<file path="src/sv/sstf_pkg.sv">
// Shared constants and types for the shortest-seek-first scheduler.
package sstf_pkg;

  localparam int unsigned MAX_REQUESTS = 64;
  localparam int unsigned CYL_W        = 10;
  localparam int unsigned TOTAL_W      = 16;
  localparam int unsigned CNT_W        = $clog2(MAX_REQUESTS + 1);
  localparam int unsigned IDX_W        = (MAX_REQUESTS > 1) ? $clog2(MAX_REQUESTS) : 1;

  typedef logic [CYL_W-1:0]   cyl_t;
  typedef logic [TOTAL_W-1:0] total_t;
  typedef logic [CNT_W-1:0]   cnt_t;
  typedef logic [IDX_W-1:0]   idx_t;

  localparam logic OP_LOAD  = 1'b0;
  localparam logic OP_START = 1'b1;

  typedef enum logic [1:0] {
    ST_IDLE,
    ST_SCAN,
    ST_DRAIN,
    ST_EMIT
  } state_e;

  function automatic cyl_t cyl_dist(cyl_t a, cyl_t b);
    return (a >= b) ? cyl_t'(a - b) : cyl_t'(b - a);
  endfunction

endpackage

</file>
<file path="src/sv/shortest_seek_first_scheduler_top.sv">
// Shortest-seek-first head scheduler: request store, scan loop and result registers.
//
//  channel | ports                                              | handshake
//  --------+----------------------------------------------------+-------------------------
//  request | operation_i, cylinder_i                            | start & !busy
//  result  | from/to_cylinder_o, movement_o, total_movement_o,  | result_valid_o, 1 cycle
//          | last_of_run_o, no_requests_o                       |
//
// A start with n pending requests yields n results; each pick scans the request memory
// one entry per cycle, then settles the last compare and emits. An empty start yields a
// single result. The one read port of the request memory sets the scan rate. Reset clears
// pending marks, counts, head and total at once; the receiver cannot stall, so results
// never wait.
module shortest_seek_first_scheduler_top (
  input  logic                  clk_i,
  input  logic                  rst_ni,
  input  logic                  start,
  output logic                  busy,
  input  logic                  operation_i,
  input  sstf_pkg::cyl_t        cylinder_i,
  output logic                  result_valid_o,
  output sstf_pkg::cyl_t        from_cylinder_o,
  output sstf_pkg::cyl_t        to_cylinder_o,
  output sstf_pkg::cyl_t        movement_o,
  output sstf_pkg::total_t      total_movement_o,
  output logic                  last_of_run_o,
  output logic                  no_requests_o
);
  import sstf_pkg::*;

  state_e state_q, state_d;

  cyl_t   mem [MAX_REQUESTS];
  cyl_t   rd_data_q;
  logic   rd_vld_q, rd_vld_d;
  idx_t   rd_idx_q;

  logic [MAX_REQUESTS-1:0] pending_q, pending_d;
  cnt_t   loaded_q, loaded_d;
  cnt_t   remaining_q, remaining_d;
  idx_t   scan_idx_q, scan_idx_d;
  cyl_t   head_q, head_d;
  total_t total_q, total_d;

  logic   found_q, found_d;
  idx_t   best_idx_q, best_idx_d;
  cyl_t   best_cyl_q, best_cyl_d;
  cyl_t   best_d_q, best_d_d;

  logic   out_vld_q, out_vld_d;
  cyl_t   out_from_q, out_from_d;
  cyl_t   out_to_q, out_to_d;
  cyl_t   out_move_q, out_move_d;
  total_t out_total_q, out_total_d;
  logic   out_last_q, out_last_d;
  logic   out_none_q, out_none_d;

  logic   accept;
  logic   do_load;
  logic   scan_last;
  cnt_t   last_cnt;
  cyl_t   rd_dist;
  logic   take;
  logic [TOTAL_W:0] total_sum;
  total_t total_sat;

  assign accept    = start && !busy;
  assign do_load   = accept && (operation_i == OP_LOAD) && (loaded_q < cnt_t'(MAX_REQUESTS));
  assign last_cnt  = cnt_t'(loaded_q - cnt_t'(1));
  assign scan_last = (scan_idx_q == last_cnt[IDX_W-1:0]);
  assign rd_dist   = cyl_dist(rd_data_q, head_q);
  assign take      = rd_vld_q && (!found_q || (rd_dist < best_d_q));
  assign total_sum = {1'b0, total_q} + {{(TOTAL_W + 1 - CYL_W){1'b0}}, best_d_q};
  assign total_sat = total_sum[TOTAL_W] ? {TOTAL_W{1'b1}} : total_sum[TOTAL_W-1:0];

  // Next state
  always_comb begin
    state_d = state_q;
    case (state_q)
      ST_IDLE: begin
        if (accept && (operation_i == OP_START) && (loaded_q != '0)) begin
          state_d = ST_SCAN;
        end
      end
      ST_SCAN: begin
        if (scan_last) begin
          state_d = ST_DRAIN;
        end
      end
      ST_DRAIN: state_d = ST_EMIT;
      ST_EMIT: begin
        state_d = (remaining_q == cnt_t'(1)) ? ST_IDLE : ST_SCAN;
      end
      default: state_d = ST_IDLE;
    endcase
  end

  // Datapath and outputs
  always_comb begin
    pending_d   = pending_q;
    loaded_d    = loaded_q;
    remaining_d = remaining_q;
    scan_idx_d  = scan_idx_q;
    head_d      = head_q;
    total_d     = total_q;
    found_d     = found_q;
    best_idx_d  = best_idx_q;
    best_cyl_d  = best_cyl_q;
    best_d_d    = best_d_q;
    rd_vld_d    = 1'b0;
    out_vld_d   = 1'b0;
    out_from_d  = out_from_q;
    out_to_d    = out_to_q;
    out_move_d  = out_move_q;
    out_total_d = out_total_q;
    out_last_d  = out_last_q;
    out_none_d  = out_none_q;

    // compare stage runs in the cycle after the memory read
    if (take) begin
      found_d    = 1'b1;
      best_idx_d = rd_idx_q;
      best_cyl_d = rd_data_q;
      best_d_d   = rd_dist;
    end

    case (state_q)
      ST_IDLE: begin
        if (do_load) begin
          pending_d[loaded_q[IDX_W-1:0]] = 1'b1;
          loaded_d = cnt_t'(loaded_q + cnt_t'(1));
        end
        if (accept && (operation_i == OP_START)) begin
          head_d      = cylinder_i;
          total_d     = '0;
          remaining_d = loaded_q;
          scan_idx_d  = '0;
          found_d     = 1'b0;
          if (loaded_q == '0) begin
            out_vld_d   = 1'b1;
            out_from_d  = cylinder_i;
            out_to_d    = cylinder_i;
            out_move_d  = '0;
            out_total_d = '0;
            out_last_d  = 1'b1;
            out_none_d  = 1'b1;
          end
        end
      end
      ST_SCAN: begin
        rd_vld_d   = pending_q[scan_idx_q];
        scan_idx_d = idx_t'(scan_idx_q + idx_t'(1));
      end
      ST_DRAIN: ;
      ST_EMIT: begin
        out_vld_d   = 1'b1;
        out_from_d  = head_q;
        out_to_d    = best_cyl_q;
        out_move_d  = best_d_q;
        out_total_d = total_sat;
        out_last_d  = (remaining_q == cnt_t'(1));
        out_none_d  = 1'b0;
        total_d     = total_sat;
        head_d      = best_cyl_q;
        remaining_d = cnt_t'(remaining_q - cnt_t'(1));
        pending_d[best_idx_q] = 1'b0;
        scan_idx_d  = '0;
        found_d     = 1'b0;
        if (remaining_q == cnt_t'(1)) begin
          pending_d = '0;
          loaded_d  = '0;
        end
      end
      default: ;
    endcase
  end

  // Request memory: writes only while idle; reads every cycle, used only while scanning
  always_ff @(posedge clk_i) begin
    if (do_load) begin
      mem[loaded_q[IDX_W-1:0]] <= cylinder_i;
    end
  end

  always_ff @(posedge clk_i) begin
    rd_data_q <= mem[scan_idx_q];
    rd_idx_q  <= scan_idx_q;
  end

  always_ff @(posedge clk_i or negedge rst_ni) begin
    if (!rst_ni) begin
      state_q     <= ST_IDLE;
      pending_q   <= '0;
      loaded_q    <= '0;
      remaining_q <= '0;
      scan_idx_q  <= '0;
      head_q      <= '0;
      total_q     <= '0;
      found_q     <= 1'b0;
      rd_vld_q    <= 1'b0;
      out_vld_q   <= 1'b0;
    end else begin
      state_q     <= state_d;
      pending_q   <= pending_d;
      loaded_q    <= loaded_d;
      remaining_q <= remaining_d;
      scan_idx_q  <= scan_idx_d;
      head_q      <= head_d;
      total_q     <= total_d;
      found_q     <= found_d;
      rd_vld_q    <= rd_vld_d;
      out_vld_q   <= out_vld_d;
    end
  end

  always_ff @(posedge clk_i) begin
    best_idx_q  <= best_idx_d;
    best_cyl_q  <= best_cyl_d;
    best_d_q    <= best_d_d;
    out_from_q  <= out_from_d;
    out_to_q    <= out_to_d;
    out_move_q  <= out_move_d;
    out_total_q <= out_total_d;
    out_last_q  <= out_last_d;
    out_none_q  <= out_none_d;
  end

  assign busy             = (state_q != ST_IDLE);
  assign result_valid_o   = out_vld_q;
  assign from_cylinder_o  = out_from_q;
  assign to_cylinder_o    = out_to_q;
  assign movement_o       = out_move_q;
  assign total_movement_o = out_total_q;
  assign last_of_run_o    = out_last_q;
  assign no_requests_o    = out_none_q;

endmodule

</file>
<file path="config.mk">
export PLATFORM = sky130hd
export DESIGN_NAME = shortest_seek_first_scheduler_top
export DESIGN_NICKNAME = d
export VERILOG_FILES = /design/src/sv/sstf_pkg.sv /design/src/sv/shortest_seek_first_scheduler_top.sv
export SDC_FILE = /design/constraint.sdc
export NUM_CORES = 1
export LEC_CHECK = 0
export BUFFER_PORTS_ARGS = -buffer_cell sky130_fd_sc_hd__buf_2
export CAP_MARGIN = 5
export CORE_MARGIN = 2
export CORE_UTILIZATION = 50
export CTS_BUF_LIST = sky130_fd_sc_hd__clkbuf_4 sky130_fd_sc_hd__clkbuf_8 sky130_fd_sc_hd__clkbuf_16
export DETAILED_ROUTE_END_ITERATION = 8
export HOLD_SLACK_MARGIN = 0.08
export MAX_ROUTING_LAYER = met4
export PLACE_DENSITY = 0.73
export SLEW_MARGIN = 0
export SYNTH_ARGS = -nofsm -noshare
export SYNTH_HDL_FRONTEND = slang
export SYNTH_SLANG_ARGS = --single-unit
</file>
<file path="constraint.sdc">
create_clock -name clk_i -period 5.31 [get_ports clk_i]
set_clock_uncertainty 0.1 [all_clocks]
set_input_delay 0.531 -clock clk_i [delete_from_list [all_inputs] [get_ports clk_i]]
set_output_delay 0.531 -clock clk_i [all_outputs]
set_load 0.02 [all_outputs]
</file>
==> results of run 1 <==
==> flip-flops by register name, summed over array words and instances (netlist names), 10 cells and up <==
register,cells
head_q,10
rd_data_q,10
mem,640
pending_q,64
to_cylinder_o,10
movement_o,10
best_d_q,10
best_cyl_q,10
total_movement_o,16
from_cylinder_o,10
total_q,16
==> where the power goes <==
group	internal (mW)	switching [mW]	total, mW
clock	3.60	2.50	6.10
combinational	2.60	4.20	6.80
sequential	8.04	0.471	8.51
total	14.2	7.17	21.4
==> worst reg2reg max path: cells and delay by family, from the launching register on <==
family / cells / cell delay (ps)
AOI/OAI and AO/OA: 9 / 1920
adders and majority gates: 3 / 810
buffers and inverters: 3 / 500
DFF: 1 / 330
muxes: 1 / 350
and+or+nand+nor: 1 / 100
==> worst paths after layout <==
path                                 startpoint                        end  slack, ps  depth (start not counted)
max in group asynchronous                rst_ni  scan_idx_q[1]$_DFFE_PN0P_       3360                          3
max reg2reg                rd_data_q[0]$_DFF_P_    best_cyl_q[5]$_DFFE_PP_        850                         17
max                        rd_data_q[0]$_DFF_P_    best_cyl_q[5]$_DFFE_PP_        850                         17
min                                 operation_i   result_valid_o$_DFF_PN0_        140                          3
min reg2reg                 rd_idx_q[5]$_DFF_P_    best_idx_q[5]$_DFFE_PP_        300                          0
min in group asynchronous                rst_ni   pending_q[1]$_DFFE_PN0P_        420                          2
==> cell usage in the layout, fill, tap and decap left out, types with 42 or more instances in the layout <==
master	Yosys	layout
nand2_1	100	100
mux2i_1	102	102
dfrtp_1	115	111
ha_1	47	46
buf_2	20	62
inv_1	48	48
buf_4	7	42
a21oi_1	191	189
o21ai_0	126	126
nor2_1	162	162
clkbuf_16	0	87
edfxtp_1	714	714
mux4_2	137	137
==> layout make-up <==
type	count	area [um^2]
Sequential cell	845	24600
Timing Repair Buffer	110	736
Fill cell	5321	30600
Antenna cell	1	2.50
Tap cell	940	1180
Multi-Input combinational cell	1188	10000
Inverter	49	184
Clock buffer	106	2330
Clock inverter	50	523
==> synth_stat cells (all sizes together), types with 9 or more instances <==
| master | instances |
|---|---|
| o221ai | 15 |
| xor2 | 11 |
| dfxtp | 16 |
| o22ai | 21 |
| o21ai | 130 |
| nor2 | 162 |
| buf | 57 |
| clkbuf | 70 |
| or3 | 9 |
| mux2 | 16 |
| inv | 49 |
| xnor2 | 12 |
| nor3 | 13 |
| a31oi | 17 |
| a21oi | 191 |
| a2111oi | 13 |
| nand2 | 100 |
| edfxtp | 714 |
| and3 | 11 |
| a221oi | 9 |
| nand3b | 9 |
| nand3 | 21 |
| mux2i | 102 |
| mux4 | 148 |
| dfrtp | 115 |
| ha | 47 |
==> per-layer routing <==
metal  vias up  routed length, um
met4         0               2680
li1       8855                  -
met5         -                  0
met3       203               6620
met1     10500              33900
met2       997              40400
==> cell families after synthesis <==
group,synth area share (%)
and+or+nand+nor,4.63
DFF,69.3
adders and majority gates,1.82
muxes,12.9
xor gates and xnor gates,0.566
buffers and inverters,2.69
AOI/OAI and AO/OA,8.17
==> metrics by stage <==
stage	setup WS [ps]	power (mW)
2_1_floorplan	545	13.6
3_3_place_gp	888	15.2
3_5_place_dp	815	15.4
4_1_cts	798	21.5
5_1_grt	564	22.4
6_report	855	21.4
==> timing repair <==
action                                  4_1_cts  5_1_grt
hold buffers                                  1        0
endpoints found under the hold margin        61        0
endpoints found under the setup margin        0        0
==> results.cfg, run 1 <==
[place]
dp.cells = 3131
gp_congestion = 0.890
placed_area_um2 = 36800
numPortBuffers = 63
dpl.hpwl_um = 51600

[global_route]
grt_pass1_vias = 20500
grt_overflow = 0
grt_start_max_net_pins = 67
grt_pass1_wl_um = 127000
track_usage_pct = 23.5
grt_use_met1_pct = 31.7
globalRouteMet2Util_pct = 36.7
grt.busiest_layer = met2
antenna_found_initial = 0
grtUsageMet3_pct = 3.94

[floorplan]
die-height_um = 271
start_util_pct = 50.6
core-area_um2 = 70300
die_w_um = 271
die_area_um2 = 73300
ioPinCount = 64
rows = 97

[hold_path]
holdCritPathClass = in2reg

[logic_synthesis]
synth_top_area_share_pct = 60.3
syn-mean-instance-area_um2 = 16.1
ys.warnings.count = 0
ys.flop_type = edfxtp_1
synth_cell_types = 77
synth_edf_count = 714
yosys.area.top_type = edfxtp_1
async_flop_share_pct = 13.6
synthTopCellsByArea = edfxtp_1 60%, mux4_2 8.7%, dfrtp_1 8.1%, mux2i_1 2.9%, a21oi_1 2.7%
syn_inst = 2210
yosysSeqAreaShare_pct = 69.3
synth_nets = 2274
syn_area_um2 = 35600
ys_ff_latch = 845

[routing]
drcViolationCount = 0
routedWlPerCell_um = 25.4
via_per_inst = 6.26
ant_nets = 0
drt-pass1-iter-count = 6
via_count = 20600
wl_um = 83600
first_iter_violations = 2703

[setup_path]
crit_family = compound AO/OA/AOI/OAI gates
path_max_fanout = 26
cp_slowest_cell = a41o_1
cp.required_ps = 5500
path_buf_inv = 3
slowest_delay_ps = 390
crit_type = reg2reg
cp-end-kind = flip-flop
crit_chain = inv_1 -> ha_1 -> inv_1 -> fa_1 -> a21o_1 -> a21oi_1 -> nand2b_1 -> a41o_1 -> mux2_2 -> ha_1 -> a21boi_0 -> o21a_1 -> o21a_1 -> o211ai_1 -> a21boi_0 -> o31ai_4 -> buf_4
startpoint_type = flip-flop
worstPathArrival_ps = 4650

[final_layout]
area_growth_pct = 11.4
layout-drive-gt1-share_pct = 18.3
final_cells = 3289
finish.net_count = 2343
design_area_um2 = 39600
fin_util_pct = 56.4

[timing]
rsz0062_at_grt = false
relSlewSlack_pct = 14.1
finalCritPeriodShare_pct = 83.9
fmax_mhz = 224
tightest_slew_ps = 1280
setup_tns_ps = 0
report.final.slew_viol_count = 0
finalHoldViolations = 0
setup_viol = 0
layout_min_cycle_time_ps = 4460
hold-worst-slack_ps = 138

[flow_run]
drv_cap = 0

[pwr]
ir_drop_mv = 0.604
power_density_nw_per_um2 = 540
power.leakage_nw = 13.6

[clock_tree]
cts_buffer_depth = 3
clk_latency_ps = 640
cts_buffers = 85
htreeDepth = 3
post_cts_resized = 0
post-cts-setup-buffers = 0
clock-root-buffer = clkbuf_16
clock_sinks = 845
cts.reportedPaths.clkPinSlew_ps = 60
cts_tree = built

[status]
status = finished clean
Power figures use the tool's default switching activity.
==> run 2, diff against run 1 <==
--- a/config.mk
+++ b/config.mk
@@ -13,7 +13,7 @@
 export DETAILED_ROUTE_END_ITERATION = 8
 export HOLD_SLACK_MARGIN = 0.08
 export MAX_ROUTING_LAYER = met4
-export PLACE_DENSITY = 0.73
+export PLACE_DENSITY = 0.71
 export SLEW_MARGIN = 0
 export SYNTH_ARGS = -nofsm -noshare
 export SYNTH_HDL_FRONTEND = slang
==> constraint.sdc (replaced) <==
create_clock -name clk_i -period 4.7 [get_ports clk_i]
set_clock_uncertainty 0.1 [all_clocks]
set_input_delay 0.47 -clock clk_i [delete_from_list [all_inputs] [get_ports clk_i]]
set_output_delay 0.47 -clock clk_i [all_outputs]
set_load 0.02 [all_outputs]
==> results.cfg, run 2 (synthesized netlist as in run 1, its figures left out) <==
[status]
status = finished clean

[clock_tree]
cts_tree = built
htreeDepth = 3
clk_latency_ps = 640
cts_buffers = 86
clock-root-buffer = clkbuf_16
cts.reportedPaths.clkPinSlew_ps = 60
post-cts-setup-buffers = 0
cts_buffer_depth = 3
clock_sinks = 845
post_cts_resized = 0

[global_route]
grt_pass1_vias = 20300
grt_overflow = 0
antenna_found_initial = 1
grt_start_max_net_pins = 81
grt_pass1_wl_um = 128000
track_usage_pct = 23.8

[place]
gp_congestion = 0.914
dpl.hpwl_um = 53400
numPortBuffers = 63

[timing]
setup_tns_ps = 0
fmax_mhz = 247
hold-worst-slack_ps = 193
finalCritPeriodShare_pct = 86.0
rsz0062_at_grt = false
layout_min_cycle_time_ps = 4040
setup_viol = 0
report.final.slew_viol_count = 0
relSlewSlack_pct = 20.2
finalHoldViolations = 0
tightest_slew_ps = 1190

[setup_path]
cp.required_ps = 4900
cp-end-kind = flip-flop
crit_type = reg2reg
worstPathArrival_ps = 4240
startpoint_type = flip-flop
path_max_fanout = 26

[pwr]
power_mw = 24.1
power_density_nw_per_um2 = 608
ir_drop_mv = 0.383
power.leakage_nw = 13.6

[floorplan]
die_area_um2 = 73300
start_util_pct = 50.6
rows = 97
core-area_um2 = 70300
ioPinCount = 64
die-height_um = 271
die_w_um = 271

[final_layout]
final_common_cell = edfxtp_1
area_growth_pct = 11.5
fin_util_pct = 56.4
largest_reg_flops = 640
finish.net_count = 2355
antenna-diode-count = 0
layout_common_cells = 714 x edfxtp_1, 189 x a21oi_1, 162 x nor2_1
layout-drive-gt1-share_pct = 18.6

[routing]
drt-pass1-iter-count = 5
via_per_inst = 6.24
wl_um = 84200
via_count = 20600
routedWlPerCell_um = 25.5
ant_nets = 0
first_iter_violations = 2688
drcViolationCount = 0

[flow_run]
drv_cap = 0

[hold_path]
holdCritPathClass = in2reg
==> run 2: stage by stage <==
stage                     instance area (um^2)  worst slack [ps]  instances
final                                    39700               657       3300
after global routing                     39700               359       3300
after CTS                                39700               617       3300
after detailed placement                 36800               637       3140
after global placement                   36800               618       3140
after floorplan                          35600               241       2210
==> run 2: cell type report <==
class,instances,area [um^2]
inverter,49,184
clock buffer,110,2370
fill,5327,30600
clock inverter,47,450
multi-input combinational,1188,10000
sequential,845,24600
tap,940,1180
timing repair buffer,121,811
==> run 2: routing by layer <==
layer,track usage (%),vias to the layer above,part of all wire [%]
met5,-,-,0
met2,36.7,980,48
li1,-,8878,-
met3,4.00,174,7.7
met1,33.0,10600,42
met4,6.69,0,2.8
==> run 2: critical path, cell delays in order, from the launching register on <==
cell and delay, ps:
dfrtp_1 440, inv_1 130, fa_1 420, a21o_1 170, a21oi_1 210, nand2b_1 80, a41o_1 280, mux2_2 300
ha_1 270, a21boi_0 120, o21a_1 170, o21a_1 170, o211ai_1 140, a21boi_0 150, o31ai_4 180, buf_4 380
==> run 2: final timing paths <==
check | depth (start not counted) | slack, ps | start | endpoint
worst max-delay path | 15 | 660 | head_q[1]$_DFFE_PN0P_ | best_cyl_q[3]$_DFFE_PP_
worst min-delay path | 1 | 190 | cylinder_i[2] | mem[4][2]$_DFFE_PP_
worst max register to register | 15 | 660 | head_q[1]$_DFFE_PN0P_ | best_cyl_q[3]$_DFFE_PP_
worst min register to register | 0 | 300 | rd_idx_q[5]$_DFF_P_ | best_idx_q[5]$_DFFE_PP_
max in group asynchronous | 3 | 3040 | rst_ni | scan_idx_q[1]$_DFFE_PN0P_
min in group asynchronous | 2 | 450 | rst_ni | pending_q[19]$_DFFE_PN0P_
==> run 2: repair_timing <==
action	in CTS	in global routing
setup endpoints to repair	0	0
hold endpoints to repair	74	0
hold buffers	3	0
==> run 2: power by group <==
| part | leakage [nW] | internal (mW) | switching, mW |
|---|---|---|---|
| Sequential | 8.12 | 9.08 | 0.545 |
| Combinational | 4.05 | 2.98 | 4.78 |
| Clock | 1.40 | 3.91 | 2.83 |
| Total | 13.6 | 16.0 | 8.16 |
